**src/sv/hfe_pkg.sv**
```systemverilog
// Shared types, codes and constants of the Haar feature evaluator.
// Used by the controller, datapath and top level; depends on nothing.
`default_nettype none

package hfe_pkg;

  localparam int unsigned WIN_W_DEF = 64;
  localparam int unsigned WIN_H_DEF = 128;

  localparam int unsigned FV_W  = 22;
  localparam int unsigned GEO_W = 11;

  localparam logic CMD_LOAD = 1'b0;
  localparam logic CMD_EVAL = 1'b1;

  localparam logic [2:0] FT_HPAIR   = 3'd0;
  localparam logic [2:0] FT_HTRIPLE = 3'd1;
  localparam logic [2:0] FT_VPAIR   = 3'd2;
  localparam logic [2:0] FT_VTRIPLE = 3'd3;
  localparam logic [2:0] FT_QUAD    = 3'd4;

  localparam logic [1:0] ST_OK         = 2'd0;
  localparam logic [1:0] ST_OUTSIDE    = 2'd1;
  localparam logic [1:0] ST_INCOMPLETE = 2'd2;
  localparam logic [1:0] ST_BAD_TYPE   = 2'd3;

  typedef struct packed {
    logic       command;
    logic [7:0] pixel;
    logic [2:0] feature_type;
    logic [5:0] left_x;
    logic [6:0] top_y;
    logic [6:0] cell_width;
    logic [7:0] cell_height;
  } hfe_req_t;

  typedef struct packed {
    logic signed [FV_W-1:0] feature_value;
    logic [1:0]             status;
  } hfe_rsp_t;

  typedef struct packed {
    logic accept;
    logic load_rd;
    logic load_wr;
    logic eval_init;
    logic eval_issue;
    logic out_load;
  } hfe_ctl_t;

  typedef struct packed {
    logic cmd_eval;
    logic fault;
    logic last_point;
  } hfe_sts_t;

  function automatic logic [1:0] layout_rows(input logic [2:0] ft);
    logic [1:0] r;
    unique case (ft)
      FT_VPAIR, FT_QUAD: r = 2'd2;
      FT_VTRIPLE:        r = 2'd3;
      default:           r = 2'd1;
    endcase
    return r;
  endfunction

  function automatic logic [1:0] layout_cols(input logic [2:0] ft);
    logic [1:0] c;
    unique case (ft)
      FT_HPAIR, FT_QUAD: c = 2'd2;
      FT_HTRIPLE:        c = 2'd3;
      default:           c = 2'd1;
    endcase
    return c;
  endfunction

endpackage

`default_nettype wire

```
**src/sv/hfe_ctrl.sv**
```systemverilog
// Controller state machine of the Haar feature evaluator.
// Sequences pixel loads and feature evaluations; depends on hfe_pkg.
`default_nettype none

module hfe_ctrl (
  input  wire logic              clk_i,
  input  wire logic              rst_ni,
  input  wire logic              start,
  input  wire hfe_pkg::hfe_sts_t sts_i,
  output hfe_pkg::hfe_ctl_t      ctl_o,
  output logic                   busy
);

  import hfe_pkg::*;

  localparam logic [2:0] S_IDLE      = 3'd0;
  localparam logic [2:0] S_LOAD_RD   = 3'd1;
  localparam logic [2:0] S_LOAD_WR   = 3'd2;
  localparam logic [2:0] S_EVAL_CHK  = 3'd3;
  localparam logic [2:0] S_EVAL_RUN  = 3'd4;
  localparam logic [2:0] S_EVAL_TAIL = 3'd5;
  localparam logic [2:0] S_EVAL_OUT  = 3'd6;

  logic [2:0] state_q, state_d;

  always_comb begin
    state_d = state_q;
    ctl_o   = '0;
    unique case (state_q)
      S_IDLE: begin
        ctl_o.accept = start;
        if (start) begin
          state_d = sts_i.cmd_eval ? S_EVAL_CHK : S_LOAD_RD;
        end
      end
      S_LOAD_RD: begin
        ctl_o.load_rd = 1'b1;
        state_d       = S_LOAD_WR;
      end
      S_LOAD_WR: begin
        ctl_o.load_wr = 1'b1;
        state_d       = S_IDLE;
      end
      S_EVAL_CHK: begin
        ctl_o.eval_init = 1'b1;
        state_d         = sts_i.fault ? S_EVAL_OUT : S_EVAL_RUN;
      end
      S_EVAL_RUN: begin
        ctl_o.eval_issue = 1'b1;
        if (sts_i.last_point) begin
          state_d = S_EVAL_TAIL;
        end
      end
      S_EVAL_TAIL: begin
        state_d = S_EVAL_OUT;
      end
      S_EVAL_OUT: begin
        ctl_o.out_load = 1'b1;
        state_d        = S_IDLE;
      end
      default: begin
        state_d = S_IDLE;
      end
    endcase
  end

  always_ff @(posedge clk_i or negedge rst_ni) begin
    if (!rst_ni) begin
      state_q <= S_IDLE;
    end else begin
      state_q <= state_d;
    end
  end

  assign busy = (state_q != S_IDLE);

  a_load_two_cycles: assert property (@(posedge clk_i) disable iff (!rst_ni)
    state_q == S_LOAD_RD |=> state_q == S_LOAD_WR ##1 state_q == S_IDLE)
    else $error("Pixel load did not finish in two cycles.");

  a_run_ends: assert property (@(posedge clk_i) disable iff (!rst_ni)
    state_q == S_EVAL_RUN && sts_i.last_point |=> state_q == S_EVAL_TAIL)
    else $error("Corner walk did not stop after the last corner.");

  a_out_once: assert property (@(posedge clk_i) disable iff (!rst_ni)
    ctl_o.out_load |=> !ctl_o.out_load && !busy)
    else $error("Result register loaded twice for one request.");

endmodule

`default_nettype wire

```
**config.mk**
```make
export PLATFORM = sky130hd
export DESIGN_NAME = hfe_ctrl
export DESIGN_NICKNAME = d
export VERILOG_FILES = /design/src/sv/hfe_pkg.sv /design/src/sv/hfe_ctrl.sv
export SDC_FILE = /design/constraint.sdc
export NUM_CORES = 1
export LEC_CHECK = 0
export ABC_AREA = 1
export BUFFER_PORTS_ARGS = -buffer_cell sky130_fd_sc_hd__buf_2
export CELL_PAD_IN_SITES_DETAIL_PLACEMENT = 0
export CELL_PAD_IN_SITES_GLOBAL_PLACEMENT = 1
export CORE_AREA = 4 4 41 43
export DETAILED_ROUTE_END_ITERATION = 12
export DIE_AREA = 0 0 45 47
export PLACE_DENSITY = 0.57
export SYNTH_ARGS = -nofsm -noshare
export SYNTH_HDL_FRONTEND = slang
export SYNTH_SLANG_ARGS = --single-unit
export TNS_END_PERCENT = 30
```
**constraint.sdc**
```tcl
create_clock -name clk_i -period 1.6 [get_ports clk_i]
set_clock_uncertainty 0.1 [all_clocks]
set_input_delay 0.08 -clock clk_i [delete_from_list [all_inputs] [get_ports clk_i]]
set_output_delay 0.08 -clock clk_i [all_outputs]
set_load 0.01 [all_outputs]
```
==> metrics.csv <==
metric,value,unit
routed_via_density,3.66,
yosys-top-cells-count,"7 x nor2_1, 6 x inv_1, 4 x nand2_1, 3 x dfrtp_1",
yosysSeqAreaShare,0.368,
drtIter0Drc,1,
regMostFlops,state_q,
synth_top_family_by_area,simple AND/OR/NAND/NOR gates,
synth_area,204,µm²
yosysWarnings,0,
path_buf_inv,2,
fin_crit,1330,ps
power,0.000613,W
cts_resized,0,
rows,13,
cts_buffers,3,
crit_chain,"nor2_4, inv_1, nor2_1, buf_2",
max_cap_viol_count,0,
total_leakage_power,0.194,nW
cts_root_buffer,clkbuf_4,
largest_reg_flops,3,
synth_top_area_frac,0.368,
rsz0062_at_grt,false,
final_area,319,µm²
synth-edff-count,0,
timing.rr.end,state_q[1],
worstPathArrival,1150,ps
synth_cells,30,
grt.overflow.total,0,
drc,0,
crit_family,flip-flops,
slew_headroom,0.847,
vias,227,
die_w,45,µm
cpPeakStageDelay,440,ps
timing.final.crit_share,0.834,
core,0.00130,mm²
multi_input_area,103,µm²
cts_max_level,1,
place_area,283,µm²
internal_power,0.000328,W
yosys_register_bits,3,
outcome,completed,
hold_viol,0,
drive_gt1_frac,0.404,
reg_top3,state_q: 3 flops,
yosys.cell_count.top_type,nor2_1,
nets,54,
r2r_slack,520,ps
final_core_util,0.245,
grt_max_degree,7,
grt_pass1_wl,841,µm
diodes,0,
portBuffers,12,
drt-pass1-iter-count,3,
final_max_slew_viol_count,0,
cts_hold_buf,1,
synth_simple_gate_area_share,0.479,
ir_drop,0.433,mV
synthArstFlopShare,1.00,
fin_tns_setup,0,ps
wl_per_cell,8.44,µm
cp_slowest_cell,dfrtp_1,
antenna_found_initial,0,
grt.total_usage,0.0634,
synth-compound-area-share,0.0245,
clock.fmax,750,MHz
yosysTopAreaCell,dfrtp_1,
path_clk_slew,40,ps
endpoint_kind,output pin,
hold_path.class,input pin to asynchronous set/reset pin,
dp_hpwl,401,µm
worst_ep_required_time,1420,ps
die_height,47,µm
die_area,0.00212,mm²
syn2layout_area_growth,56.4,%
ys.flop_type,dfrtp_1,
p_sw_frac,0.464,
synthesis.nets,36,
initial_core_util,0.157,
crit_path_start_kind,flop,
clk_latency,240,ps
tightest_slew,229,ps
clk_path_buf_depth,2,
ys_types,12,
finalWirelength,523,µm
powerDensity,1920,mW/mm²
ys_top_cells_by_area,"dfrtp_1 37%, nor2_1 13%, inv_1 11%, nand2_1 7.4%, nand2_4 5.5%",
setup_viol,0,
antenna_left,0,
gp_congestion,0.682,
synth.avg_cell_area,6.80,µm²
fillers,170,
synth_xor_area_frac,0,
switchingPower,0.000285,W
pwr-share-seq,0.269,
critPathMaxFanout,6,
io_pins,13,
synthAdderAreaFrac,0,
clock-sinks,3,
grt_pass1_vias,205,
critical_path_class,flop to output pin,
post_cts_buffers,0,
regArea,75.1,µm²
clockPowerShare,0.221,
tritoncts,yes,
ff2ff_path_depth,4,
r2r_start,state_q[0],
synth_mux_area_frac,0,
combPwrFrac,0.510,
-- metal layers --
layer  up-vias  routed length, µm  GRT usage
met1        93                212     0.0688
met4         0                 19     0.0702
met3         2                 61     0.0460
li1        123                  -          -
met5         -                  0          0
met2         9                229     0.0734
-- power groups by stage --
stage	clock [W]	combinational, W	sequential (W)
6_report	0.000136	0.000312	0.000165
3_3_place_gp	0	0.000319	0.000168
2_1_floorplan	0	0.000218	0.000156
4_1_cts	0.000144	0.000318	0.000166
3_5_place_dp	0	0.000313	0.000167
5_1_grt	0.000151	0.000348	0.000172
-- how the worst max path moves through the flow --
| stage | from | to | slack [ps] | cells after the start |
|---|---|---|---|---|
| 6_report | state_q[0] | ctl_o[1] | 270 | 4 |
| 3_5_place_dp | state_q[0] | ctl_o[1] | 500 | 4 |
| 2_1_floorplan | state_q[0] | ctl_o[5] | 580 | 3 |
| 4_1_cts | state_q[0] | ctl_o[1] | 230 | 4 |
| 5_1_grt | state_q[0] | ctl_o[1] | 150 | 4 |
| 3_3_place_gp | state_q[0] | state_q[1] | 510 | 5 |
-- metrics by stage --
stage                     cells  setup WS [ps]  hold slack [ps]
final                        62            266             61.0
after floorplan              30            580             -316
after global placement       57            514             -223
after detailed placement     57            505             -221
after CTS                    62            235             51.8
after global routing         62            146             92.3
-- worst register-to-register path, stage by stage (launching register included) --
cell      delay (ps)
dfrtp_1          440
nor2_4           190
nand3b_1         100
nand2_1           90
nor2_1            50
-- cell families (layout without fill, tap and decap cells) --
kind of cell,after synthesis,in the layout
AO/OA/AOI/OAI,1,1
buffers and inverters,7,24
flip-flops,3,3
AND/OR/NAND/NOR,19,19
-- final cells by class --
cell class              count  share of cell area
clock buffers               4              0.0824
repair buffers             13               0.220
multi-input cells          20               0.322
flip-flops and latches      3               0.235
inverters                   7              0.0824
well taps                  15              0.0588
-- placed cells by master, fill, tap and decap left out --
cell	instances
buf_2	12
inv_2	1
nand2_4	1
nand3b_1	1
nor2_1	7
nor2_4	1
clkbuf_1	1
o21ai_0	1
inv_1	6
dfrtp_1	3
nor2_2	1
clkbuf_4	3
nand2_1	4
dlygate4sd3_1	1
nand3_1	2
nor3_1	2
No activity file was read; power rests on OpenSTA's default activity.
